==> src/hdl/uks_pkg.sv <==
package uks_pkg;

  localparam int KEY_W      = 32;
  localparam int VAL_W      = 32;
  localparam int STATUS_W   = 3;
  localparam int COUNT_W    = 5;
  localparam int IN_DATA_W  = 64;
  localparam int OUT_DATA_W = 72;

  typedef enum logic [STATUS_W-1:0] {
    ST_OK     = 3'd0,
    ST_DUP    = 3'd1,
    ST_NOTPOS = 3'd2,
    ST_FULL   = 3'd3,
    ST_EMPTY  = 3'd4
  } status_t;

  typedef enum logic {
    ACT_PUSH = 1'b0,
    ACT_POP  = 1'b1
  } action_t;

  // Commands from the controller to the datapath.
  typedef struct packed {
    logic load;       // capture the incoming word
    logic scan_step;  // issue the next key read of the duplicate search
    logic pop_read;   // read the top entry
    logic finish;     // resolve the item and load the output register
  } uks_cmd_t;

  // Status from the datapath to the controller.
  typedef struct packed {
    logic in_pop;     // action of the word on the input port
    logic scan_done;  // every stored key has been compared
    logic out_free;   // output register can take a result this cycle
  } uks_sts_t;

endpackage

==> src/hdl/uks_ctrl.sv <==
module uks_ctrl
  import uks_pkg::*;
(
  input  logic     clk,
  input  logic     rst,
  input  logic     in_valid,
  output logic     in_ready,
  input  uks_sts_t sts,
  output uks_cmd_t cmd
);

  typedef enum logic [1:0] {
    S_IDLE,
    S_SCAN,
    S_POP_RD,
    S_FINISH
  } state_t;

  state_t state;

  assign in_ready = (state == S_IDLE);

  always_comb begin
    cmd           = '0;
    cmd.load      = (state == S_IDLE) && in_valid;
    cmd.scan_step = (state == S_SCAN);
    cmd.pop_read  = (state == S_POP_RD);
    cmd.finish    = (state == S_FINISH) && sts.out_free;
  end

  always_ff @(posedge clk) begin
    if (rst) begin
      state <= S_IDLE;
    end else begin
      unique case (state)
        S_IDLE: begin
          if (in_valid) begin
            state <= sts.in_pop ? S_POP_RD : S_SCAN;
          end
        end
        S_SCAN: begin
          if (sts.scan_done) begin
            state <= S_FINISH;
          end
        end
        S_POP_RD: begin
          state <= S_FINISH;
        end
        S_FINISH: begin
          if (sts.out_free) begin
            state <= S_IDLE;
          end
        end
        default: begin
          state <= S_IDLE;
        end
      endcase
    end
  end

endmodule

==> src/hdl/uks_dp.sv <==
module uks_dp
  import uks_pkg::*;
#(
  parameter int STACK_DEPTH = 16
) (
  input  logic                  clk,
  input  logic                  rst,
  input  uks_cmd_t              cmd,
  output uks_sts_t              sts,
  input  logic [IN_DATA_W-1:0]  in_data,
  input  logic                  in_action,
  output logic                  out_valid,
  input  logic                  out_ready,
  output logic [OUT_DATA_W-1:0] out_data,
  output logic [STATUS_W-1:0]   out_status
);

  localparam int AW = (STACK_DEPTH > 1) ? $clog2(STACK_DEPTH) : 1;
  localparam int CW = $clog2(STACK_DEPTH + 1);

  logic [KEY_W-1:0] key_mem [STACK_DEPTH];
  logic [VAL_W-1:0] val_mem [STACK_DEPTH];

  logic [KEY_W-1:0] key_r;
  logic [VAL_W-1:0] val_r;
  logic             pop_r;
  logic [CW-1:0]    fill;
  logic [CW-1:0]    fill_next;
  logic [CW-1:0]    idx;
  logic             cmp_valid;
  logic             dup;
  logic [KEY_W-1:0] rd_key;
  logic [VAL_W-1:0] rd_val;
  logic [AW-1:0]    rd_addr;
  logic [CW-1:0]    top_idx;
  logic             scan_more;

  logic [KEY_W-1:0] res_key;
  logic [VAL_W-1:0] res_val;
  status_t          res_status;
  logic             do_write;
  logic [31:0]      fill_ext;

  assign top_idx   = fill - CW'(1);
  assign scan_more = (idx != fill);
  assign rd_addr   = cmd.pop_read ? top_idx[AW-1:0] : idx[AW-1:0];

  assign sts.in_pop    = in_action;
  assign sts.scan_done = !scan_more && !cmp_valid;
  assign sts.out_free  = !out_valid || out_ready;

  always_comb begin
    res_key    = '0;
    res_val    = '0;
    res_status = ST_OK;
    do_write   = 1'b0;
    fill_next  = fill;
    if (pop_r == ACT_POP) begin
      if (fill == '0) begin
        res_status = ST_EMPTY;
      end else begin
        fill_next = top_idx;
        res_key   = rd_key;
        res_val   = rd_val;
      end
    end else begin
      priority if (dup) begin
        res_status = ST_DUP;
      end else if (key_r == '0 || key_r[KEY_W-1]) begin
        res_status = ST_NOTPOS;
      end else if (fill == CW'(STACK_DEPTH)) begin
        res_status = ST_FULL;
      end else begin
        do_write  = 1'b1;
        fill_next = fill + CW'(1);
      end
    end
  end

  assign fill_ext = 32'(fill_next);

  // Entry storage: one write port, one registered read port. The read data holds
  // while the result waits for the output register.
  always_ff @(posedge clk) begin
    if (cmd.finish && do_write) begin
      key_mem[fill[AW-1:0]] <= key_r;
      val_mem[fill[AW-1:0]] <= val_r;
    end
    if (cmd.scan_step || cmd.pop_read) begin
      rd_key <= key_mem[rd_addr];
      rd_val <= val_mem[rd_addr];
    end
  end

  always_ff @(posedge clk) begin
    if (cmd.load) begin
      key_r <= in_data[KEY_W-1:0];
      val_r <= in_data[KEY_W +: VAL_W];
      pop_r <= in_action;
    end
    if (cmd.finish) begin
      out_data   <= {3'b000, fill_ext[COUNT_W-1:0], res_val, res_key};
      out_status <= res_status;
    end
  end

  // The search issues one read per cycle and compares the previous read's data.
  always_ff @(posedge clk) begin
    if (rst) begin
      fill      <= '0;
      idx       <= '0;
      cmp_valid <= 1'b0;
      dup       <= 1'b0;
      out_valid <= 1'b0;
    end else begin
      if (cmd.load) begin
        idx       <= '0;
        cmp_valid <= 1'b0;
        dup       <= 1'b0;
      end else begin
        if (cmd.scan_step) begin
          cmp_valid <= scan_more;
          if (scan_more) begin
            idx <= idx + CW'(1);
          end
        end
        if (cmp_valid && (rd_key == key_r)) begin
          dup <= 1'b1;
        end
      end
      if (cmd.finish) begin
        fill      <= fill_next;
        out_valid <= 1'b1;
      end else if (out_ready) begin
        out_valid <= 1'b0;
      end
    end
  end

endmodule

==> src/hdl/unique_key_stack.sv <==
// Channel  Direction  Word fields (lowest bit up)
// s_*      in         tuser: action; tdata: key[31:0], value[63:32]
// m_*      out        tuser: status; tdata: out_key[31:0], out_value[63:32],
//                     entry_count[68:64], zero[71:69]
//
// A pop reads the top entry and then loads the output register; a push first runs the
// duplicate search, which reads one stored key per cycle and compares each read's data
// once it is registered, then resolves the item and loads the output register. Either
// waits to load while the output register still holds a result that is not taken.
// Reset is synchronous and empties the stack; no clearing pass is needed.
// A word is accepted while a result waits; a stalled output holds the next result in the finish state and blocks input.
module unique_key_stack
  import uks_pkg::*;
#(
  parameter int STACK_DEPTH = 16
) (
  input  logic                  clk,
  input  logic                  rst,
  input  logic                  s_tvalid,
  output logic                  s_tready,
  input  logic [IN_DATA_W-1:0]  s_tdata,   // key, value
  input  logic [0:0]            s_tuser,   // action
  output logic                  m_tvalid,
  input  logic                  m_tready,
  output logic [OUT_DATA_W-1:0] m_tdata,   // out_key, out_value, entry_count
  output logic [STATUS_W-1:0]   m_tuser    // status
);

  uks_cmd_t cmd;
  uks_sts_t sts;

  uks_ctrl u_ctrl (
    .clk      (clk),
    .rst      (rst),
    .in_valid (s_tvalid),
    .in_ready (s_tready),
    .sts      (sts),
    .cmd      (cmd)
  );

  uks_dp #(
    .STACK_DEPTH (STACK_DEPTH)
  ) u_dp (
    .clk        (clk),
    .rst        (rst),
    .cmd        (cmd),
    .sts        (sts),
    .in_data    (s_tdata),
    .in_action  (s_tuser[0]),
    .out_valid  (m_tvalid),
    .out_ready  (m_tready),
    .out_data   (m_tdata),
    .out_status (m_tuser)
  );

endmodule
==> config.mk <==
export PLATFORM = sky130hd
export DESIGN_NAME = unique_key_stack
export DESIGN_NICKNAME = d
export VERILOG_FILES = /design/src/hdl/uks_pkg.sv /design/src/hdl/uks_ctrl.sv /design/src/hdl/uks_dp.sv /design/src/hdl/unique_key_stack.sv
export SDC_FILE = /design/constraint.sdc
export NUM_CORES = 1
export LEC_CHECK = 0
export ABC_AREA = 1
export BUFFER_PORTS_ARGS = -buffer_cell sky130_fd_sc_hd__buf_2
export CORE_MARGIN = 3
export CORE_UTILIZATION = 32
export CTS_BUF_LIST = sky130_fd_sc_hd__clkbuf_8
export DETAILED_ROUTE_END_ITERATION = 16
export PLACE_DENSITY = 0.5
export SLEW_MARGIN = 10
export SYNTH_ARGS = -nofsm -noshare
export SYNTH_HDL_FRONTEND = slang
export SYNTH_HIERARCHICAL = 1
export SYNTH_SLANG_ARGS = --single-unit
==> constraint.sdc <==
create_clock -name clk -period 15.9 [get_ports clk]
set_input_delay 2.385 -clock clk [delete_from_list [all_inputs] [get_ports clk]]
set_output_delay 2.385 -clock clk [all_outputs]
set_load 0.02 [all_outputs]
### Yosys cells after proc, flatten, opt, wreduce, memory -nomap -nowiden

Memory sizes are Yosys's and may differ from the RTL's. A register that Yosys moved wholly into a read port is not among the register bits.
Cells that the tools add are included.
Widths: inputs -> output; s select.

* bitwise gates (word level): 1
* muxes and demuxes: 24
* eq/ne operators: 9
* $add $sub $neg: 3
* reductions and logical operators: 19

Operator list (number)
* $eq 32x32->1: 1
* $logic_not 32->1: 1
* $mux 5: 5
* $mux 3: 4
* $add 5x1->5 const B: 2
* $mux 2: 5
* $mux 1: 8
* $pmux 2 s4: 1
* $eq 5x5->1 const B: 1
* $logic_and 1x1->1: 5
* $logic_not 5->1: 1
* $ne 5x5->1: 1
* $sub 5x1->5 const B: 1
* $eq 2x2->1 const B: 2
* $mux 4: 1
* $ne 2x2->1 const B: 2
* $reduce_or 2->1: 2
* $logic_not 1->1: 3
* $logic_or 1x1->1: 3
* $reduce_and 3->1: 1
* $eq 2x1->1 const B: 1
* $logic_not 2->1: 1
* $ne 2x1->1 const B: 1
* $reduce_and 2->1: 1
* 2 further kinds: 2

* RAM bits: 1024
* bits in registers: 152
* word-level logic and storage cells: 70
* bits of input ports: 69
* memories: 2

Memory list
* u_dp.key_mem: words 16, bits a word 32, rd ports 1, clocked after Yosys merged registers in 1, wr ports 1, line uks_dp.sv:21 `logic [KEY_W-1:0] key_mem [STACK_DEPTH];`
* u_dp.val_mem: words 16, bits a word 32, rd ports 1, clocked after Yosys merged registers in 1, wr ports 1, line uks_dp.sv:22 `logic [VAL_W-1:0] val_mem [STACK_DEPTH];`

### Logic depth before layout (Yosys ltp)

Gate-level depths: netlist (run 1).

* depth in word-level cells: 8
* mapped depth: 13
* depth with buffers taken out: 13

### Cells and area by module

Netlist (run 1), hierarchy kept.

Modules (own cells, without submodules)
* uks_dp: instances 1, area an instance 47628.2 µm², seq. area each 37045.5 µm², cells an instance 3355
* uks_ctrl: instances 1, area an instance 254.0 µm², seq. area each 40.0 µm², cells an instance 34

### Least setup slack after synthesis (run 1)

Ideal clock, no wire load.

* kind: input to register
* start point: input port m_tready
* end point: memory u_dp.key_mem[12][0] (enable)
* stages: 8
* data required time: 15.335 ns
* setup slack: 6.218 ns
* data arrival time: 9.117 ns
* library setup time: 0.565 ns
* cells stage by stage: inv_1 nand2_1 nand2_1 inv_1 clkbuf_1 nand4_1 clkbuf_1 nor3_1

RTL lines
* from (decl): line unique_key_stack.sv:24 `input logic m_tready,`
* to (decl): line uks_dp.sv:21

==> qor.yml, run 1 <==
power_and_ir_drop:
  p_int_mw: 6.00
  combPwrFrac: 0.291
  power_density_mw_per_mm2: 177
  ir_worst_vdd_mv: 0.179
  p_sw_mw: 3.60
  leakage_nw: 18.0
  total_power_mw: 9.60
  pwr-share-seq: 0.439
  swShare: 0.375
  pwr-share-clk: 0.270
layout:
  fin_area_mm2: 0.0544
  final_core_util: 0.367
  finalNetCount: 3656
  syn_to_final_growth_pct: 13.6
  drive_above_1_share: 0.130
global_route:
  grt_pass1_wl_um: 194000
  track_usage: 0.170
  globalRouteOverflowTotal: 0
  grt_pass1_vias: 28543
  grt_max_degree: 236
  antenna_found_initial: 9
sta:
  rsz0062_at_grt: "false"
  relSlewSlack: 0.175
  period_needed_ps: 4660
  skew_ps: 58.5
  setup_slack_ps: 11240
  fmax_mhz: 214
  setup_tns_ps: 0
  finalSetupViolCount: 0
  report.final.slew_viol_count: 0
  tightest_slew_ps: 1240
  finalHoldViolCount: 0
  period_share: 0.293
synthesis:
  yosysSeqAreaShare: 0.775
  synth.avg_cell_area_um2: 14.1
  netlist_area_mm2: 0.0479
  ys_ff_latch: 1240
  synth_ff_type: "edfxtp_1"
  async_flop_share: 0
  yosys_warnings: 6
  synth_enable_flop_cells: 1225
  ys_types: 39
  synthCells: 3389
die:
  die_area_mm2: 0.154
  io_pins: 146
  dieHeight_um: 393
  design.core.area_mm2: 0.148
  initial_core_util: 0.323
  fp-row-count: 141
  die_w_um: 393
setup_path:
  path_buf_inv: 5
  crit_path_start_kind: "flip-flop"
  path_cells: "bufinv_8 -> ha_1 -> inv_2 -> nand2_1 -> o21ai_4 -> buf_4 -> buf_4 -> buf_4 -> o21ai_0 -> o221ai_1 -> nand3_1 -> nand2_1"
  cp.arrival_ps: 5420
  worstSetupPathType: "flip-flop to flip-flop"
  cp_max_fo: 84
  max_stage_delay_ps: 880
  path_delay_family: "buffers and inverters"
  crit_required_ps: 16650
  end_kind: "flip-flop"
  cp_slowest_cell: "buf_4"
  cpMostUsedCell: "buf_4"
routing:
  avgRoutedWirePerCell_um: 23.4
  via_count: 28833
  via_per_inst: 5.08
  wl_um: 133000
  drt_first_pass_iters: 5
  drt_iter0_drc: 2340
  drtAntennaViolNets: 0
  drc: 0
placed_design:
  post_dp_cell_area_mm2: 0.0506
  hpwl_um: 68700
  pre_cts_slack_ps: 10360
  numPortBuffers: 142
  routabilityCongestion: 0.763
clocking:
  cts_buffer_depth: 3
  cts_hold_buffers: 0
  post-cts-setup-buffers: 0
  clk_pin_slew_ps: 60
  root_buffer: "clkbuf_8"
  cts_buffers: 207
  cts_sinks: 1240
  cts_tree: "built"
  htree_levels: 4
  clk_latency_ps: 920
  cts-resized-gates: 0
worst_hold_path:
  hold_class: "flip-flop to flip-flop"
status:
  status: "finished clean"
run:
  maxCapViolCount: 0
## final timing paths
check                                                  start                     endpoint  slack [ps]  depth (start not counted)
worst max register to register  u_ctrl/state[0]$_SDFFE_PP0P_    u_dp/rd_val[12]$_DFFE_PP_       11240                         12
worst min register to register   u_dp/cmp_valid$_SDFFE_PP0P_  u_dp/cmp_valid$_SDFFE_PP0P_         510                          2
worst min-delay path             u_dp/cmp_valid$_SDFFE_PP0P_  u_dp/cmp_valid$_SDFFE_PP0P_         510                          2
worst max-delay path            u_ctrl/state[0]$_SDFFE_PP0P_    u_dp/rd_val[12]$_DFFE_PP_       11240                         12
## flip-flops by register name, summed over array words and instances (netlist names)
name,count
u_dp/val_mem,512
u_dp/rd_key,32
u_ctrl/state,2
u_dp/rd_val,32
u_dp/val_r,32
u_dp/idx,5
u_dp/key_mem,512
u_dp/pop_r,1
u_dp/out_valid,1
u_dp/cmp_valid,1
u_dp/out_status,3
u_dp/fill,5
u_dp/key_r,32
u_dp/out_data,69
u_dp/dup,1
## worst reg2reg max path, stage by stage, from the launching register on
cell	delay [ps]
dfxtp_1	360
bufinv_8	200
ha_1	310
inv_2	170
nand2_1	100
o21ai_4	60
buf_4	580
buf_4	880
buf_4	920
o21ai_0	290
o221ai_1	450
nand3_1	130
nand2_1	90
## cell usage after synthesis (25+ instances only)
| cell type | count | area (um^2) |
|---|---|---|
| o22ai_1 | 70 | 438 |
| xor2_1 | 25 | 219 |
| inv_1 | 121 | 454 |
| nor2_1 | 632 | 2370 |
| o21ai_0 | 449 | 2250 |
| o211ai_1 | 70 | 526 |
| nand2_1 | 134 | 503 |
| nand3_1 | 76 | 380 |
| edfxtp_1 | 1225 | 36800 |
| o21ai_1 | 69 | 345 |
| buf_2 | 79 | 395 |
| o221ai_1 | 186 | 1630 |
| clkbuf_1 | 98 | 368 |
## final cells by class
| class | instances | area [um^2] |
|---|---|---|
| repair buffers | 201 | 1200 |
| flip-flops and latches | 1240 | 37100 |
| fillers | 14243 | 93800 |
| multi-input cells | 1798 | 9380 |
| diodes | 4 | 10.0 |
| inverters | 128 | 544 |
| clock buffers | 207 | 2850 |
| clock inverters | 167 | 913 |
| well taps | 1930 | 2410 |
## power by group through the flow
stage / combinational, mW / clock [mW] / sequential (mW)
floorplan: 1.82 / 0 / 4.20
global placement: 2.82 / 0 / 4.29
detailed placement: 2.83 / 0 / 4.29
CTS: 2.84 / 2.68 / 4.23
global route: 3.10 / 2.82 / 4.24
finish: 2.79 / 2.59 / 4.22
## stage by stage
step | hold WS, ps | instances
floorplan | 457 | 3391
global placement | 474 | 5297
detailed placement | 496 | 5297
CTS | 509 | 5671
global route | 521 | 5673
finish | 510 | 5675
## cell families after synthesis
logic type / Yosys count / synth area share
simple gates: 888 / 0.0737
fa+ha+maj: 11 / 0.00287
compound gates: 868 / 0.111
buf+inv: 353 / 0.0325
xor+xnor: 28 / 0.00512
other cells: 1 / 0.0000783
flops: 1240 / 0.775
## placed cells by master, fill, tap and decap left out, types with 6 or more instances in the layout
cell      instances
a21oi_1          20
buf_2           142
buf_4            55
clkbuf_8        207
clkinv_1         59
clkinv_2         20
dfxtp_1          15
edfxtp_1       1225
ha_1             11
inv_1           185
inv_8             6
nand2_1         132
nand3_1          76
nand4_1          12
nor2_1          631
nor3_1            9
nor3_2           15
o211ai_1         70
o21ai_0         448
o21ai_1          69
o221ai_1        186
o22ai_1          70
xor2_1           25
## metal layers
| metal | track usage | vias to the layer above | share of wire | wire (um) |
|---|---|---|---|---|
| met1 | 0.235 | 14668 | 0.46 | 60800 |
| li1 | - | 13135 | - | - |
| met4 | 0.0458 | 6 | 0.020 | 2620 |
| met5 | 0 | - | 0.00031 | 41 |
| met3 | 0.0324 | 197 | 0.052 | 6970 |
| met2 | 0.274 | 827 | 0.47 | 62500 |
Power figures use the tool's default switching activity.
==> run 2, diff against run 1 <==
==> constraint.sdc (replaced) <==
create_clock -name clk -period 4.75 [get_ports clk]
set_input_delay 0.7125 -clock clk [delete_from_list [all_inputs] [get_ports clk]]
set_output_delay 0.7125 -clock clk [all_outputs]
set_load 0.02 [all_outputs]
==> run 2 against run 1 <==
  * Fmax is 40% higher
  * Non-clock buffer count up 80
  * Utilization rose by 0.62 points
  * Clock power rose to 3.2 times the previous value
  * Hold slack worse by 420 ps
  * Final cell count rose by 1.1%
  * Flip-flop and latch count unchanged
  * First-iteration DRC count rose by 8.5%
==> qor.yml, run 2 (synthesized netlist as in run 1, its figures left out) <==
setup_path:
  max_stage_delay_ps: 540  # -340 ps
  cp_slowest_cell: "buf_4"
  r2r-start: "u_ctrl/state[0]$_SDFFE_PP0P_"
  rrSetupSlack_ps: 1410  # -9830 ps
  cp_max_fo: 178  # +110%
  worstSetupPathType: "flip-flop to flip-flop"
  path_delay_family: "buffers and inverters"
  cp.arrival_ps: 4100  # -1320 ps
  crit_required_ps: 5510  # -11140 ps
  cpMostUsedCell: "nand2_1"
  path_buf_inv: 4  # -1
  crit_path_start_kind: "flip-flop"
  worstReg2RegEnd: "u_dp/rd_val[30]$_DFFE_PP_"
  path_cells: "bufinv_8 -> ha_1 -> inv_2 -> nand2_1 -> nand2_8 -> inv_16 -> buf_4 -> o21ai_0 -> o221ai_1 -> o211ai_1 -> nand2_1"
  worstRegToRegCells: 11  # -1
  end_kind: "flip-flop"
global_route:
  grt_pass1_wl_um: 194000  # about the same
  grt_max_degree: 179  # -24%
  grt_pass1_vias: 29013  # +1.6%
  globalRouteOverflowTotal: 0  # unchanged
  antenna_found_initial: 1  # -8
  track_usage: 0.169  # -0.00141
die:
  die_w_um: 393  # unchanged
  dieHeight_um: 393  # unchanged
  io_pins: 146  # unchanged
  design.core.area_mm2: 0.148  # unchanged
  fp-row-count: 141  # unchanged
  die_area_mm2: 0.154  # unchanged
  initial_core_util: 0.323  # unchanged
sta:
  fmax_mhz: 299  # +40%
  rsz0062_at_grt: "false"
  report.final.slew_viol_count: 0  # unchanged
  period_needed_ps: 3340  # -1320 ps
  period_share: 0.703  # +0.410
  finalHoldViolCount: 0  # unchanged
  tightest_slew_ps: 989  # -248 ps
  relSlewSlack: 0.341  # +0.165
  finalSetupViolCount: 0  # unchanged
  skew_ps: 35.2  # -23.3 ps
placed_design:
  hpwl_um: 66100  # -3.8%
  post_dp_cell_area_mm2: 0.0511  # +1.0%
  numPortBuffers: 142  # unchanged
  routabilityCongestion: 0.746  # -2.2%
layout:
  final_common_cell: "edfxtp_1"
  finalNetCount: 3729  # +2.0%
  fin_area_mm2: 0.0553  # +1.7%
  layout_common_cells: "edfxtp_1, nor2_1, o21ai_0"
  syn_to_final_growth_pct: 15.5
  final_core_util: 0.373  # +0.00625
  drive_above_1_share: 0.128  # -0.00150
routing:
  wl_um: 131000  # -1.1%
  via_count: 29121  # +1.0%
  drc: 0  # unchanged
  drt_first_pass_iters: 6  # +1
  drtAntennaViolNets: 0  # unchanged
  via_per_inst: 5.07  # -0.14%
  drt_iter0_drc: 2539  # +8.5%
  avgRoutedWirePerCell_um: 22.9  # -2.2%
clocking:
  root_buffer: "clkbuf_8"
  cts-resized-gates: 0  # unchanged
  cts_buffers: 200  # -3.4%
  cts_tree: "built"
  cts_sinks: 1240  # unchanged
  cts_buffer_depth: 3  # unchanged
  clk_pin_slew_ps: 60  # about the same
  htree_levels: 4  # unchanged
  clk_latency_ps: 910  # about the same
run:
  maxCapViolCount: 0  # unchanged
worst_hold_path:
  min_to: "u_dp/key_r[9]$_DFFE_PP_"
  hold_class: "input pin to flip-flop"
  hp-start: "s_tdata[9]"
  min_path_cells: 1  # -1
power_and_ir_drop:
  power_density_mw_per_mm2: 571  # +220%
  leakage_nw: 18.5  # +2.6%
  ir_worst_vdd_mv: 0.478  # +170%
status:
  status: "finished clean"
run 2: report_power, final:
part	internal [mW]	leakage, nW	switching (mW)
logic	2.59	5.20	6.61
registers	13.4	11.2	0.735
clock network	4.09	2.07	4.23
total	20.0	18.5	11.6
run 2: metal layers:
layer  part of all wire  global-route usage
met2               0.48               0.274
met1               0.46               0.234
met5                  0                   0
met3              0.044              0.0282
met4              0.020              0.0450
run 2: layout make-up:
class | instances | area, um^2
Antenna cell | 2 | 5.00
Clock buffer | 204 | 2810
Clock inverter | 157 | 739
Fill cell | 14207 | 92900
Inverter | 128 | 553
Multi-Input combinational cell | 1798 | 9480
Sequential cell | 1240 | 37100
Tap cell | 1930 | 2410
Timing Repair Buffer | 281 | 2240
run 2: worst max-delay path by stage:
stage	slack, ps	end	startpoint	cells past startpoint
2_1_floorplan	-100	u_dp/key_mem[10][0]$_DFFE_PP_	m_tready	8
3_3_place_gp	1410	u_dp/rd_val[30]$_DFFE_PP_	u_ctrl/state[0]$_SDFFE_PP0P_	11
3_5_place_dp	1390	u_dp/rd_val[30]$_DFFE_PP_	u_ctrl/state[0]$_SDFFE_PP0P_	11
4_1_cts	1380	u_dp/rd_val[30]$_DFFE_PP_	u_ctrl/state[0]$_SDFFE_PP0P_	11
5_1_grt	1120	u_dp/rd_val[9]$_DFFE_PP_	u_ctrl/state[0]$_SDFFE_PP0P_	11
6_report	1410	u_dp/rd_val[30]$_DFFE_PP_	u_ctrl/state[0]$_SDFFE_PP0P_	11
run 2: stage by stage:
step                      hold slack, ps  power [mW]  instances  TNS (ps)  setup WS (ps)
final                               91.1        31.6       5740         0           1410
after global placement               481        23.5       5314         0           1410
after floorplan                      457        20.2       3391    -26960           -103
after detailed placement             480        23.6       5314         0           1390
after global routing                36.2        33.5       5739         0           1120
after CTS                           10.4        32.0       5738         0           1380
run 2: timing repair:
action / CTS / global route
hold buffers: 63 / 0
buffers inserted: 0 / 0
hold endpoints to repair: 63 / 0
endpoints found under the setup margin: 0 / 0
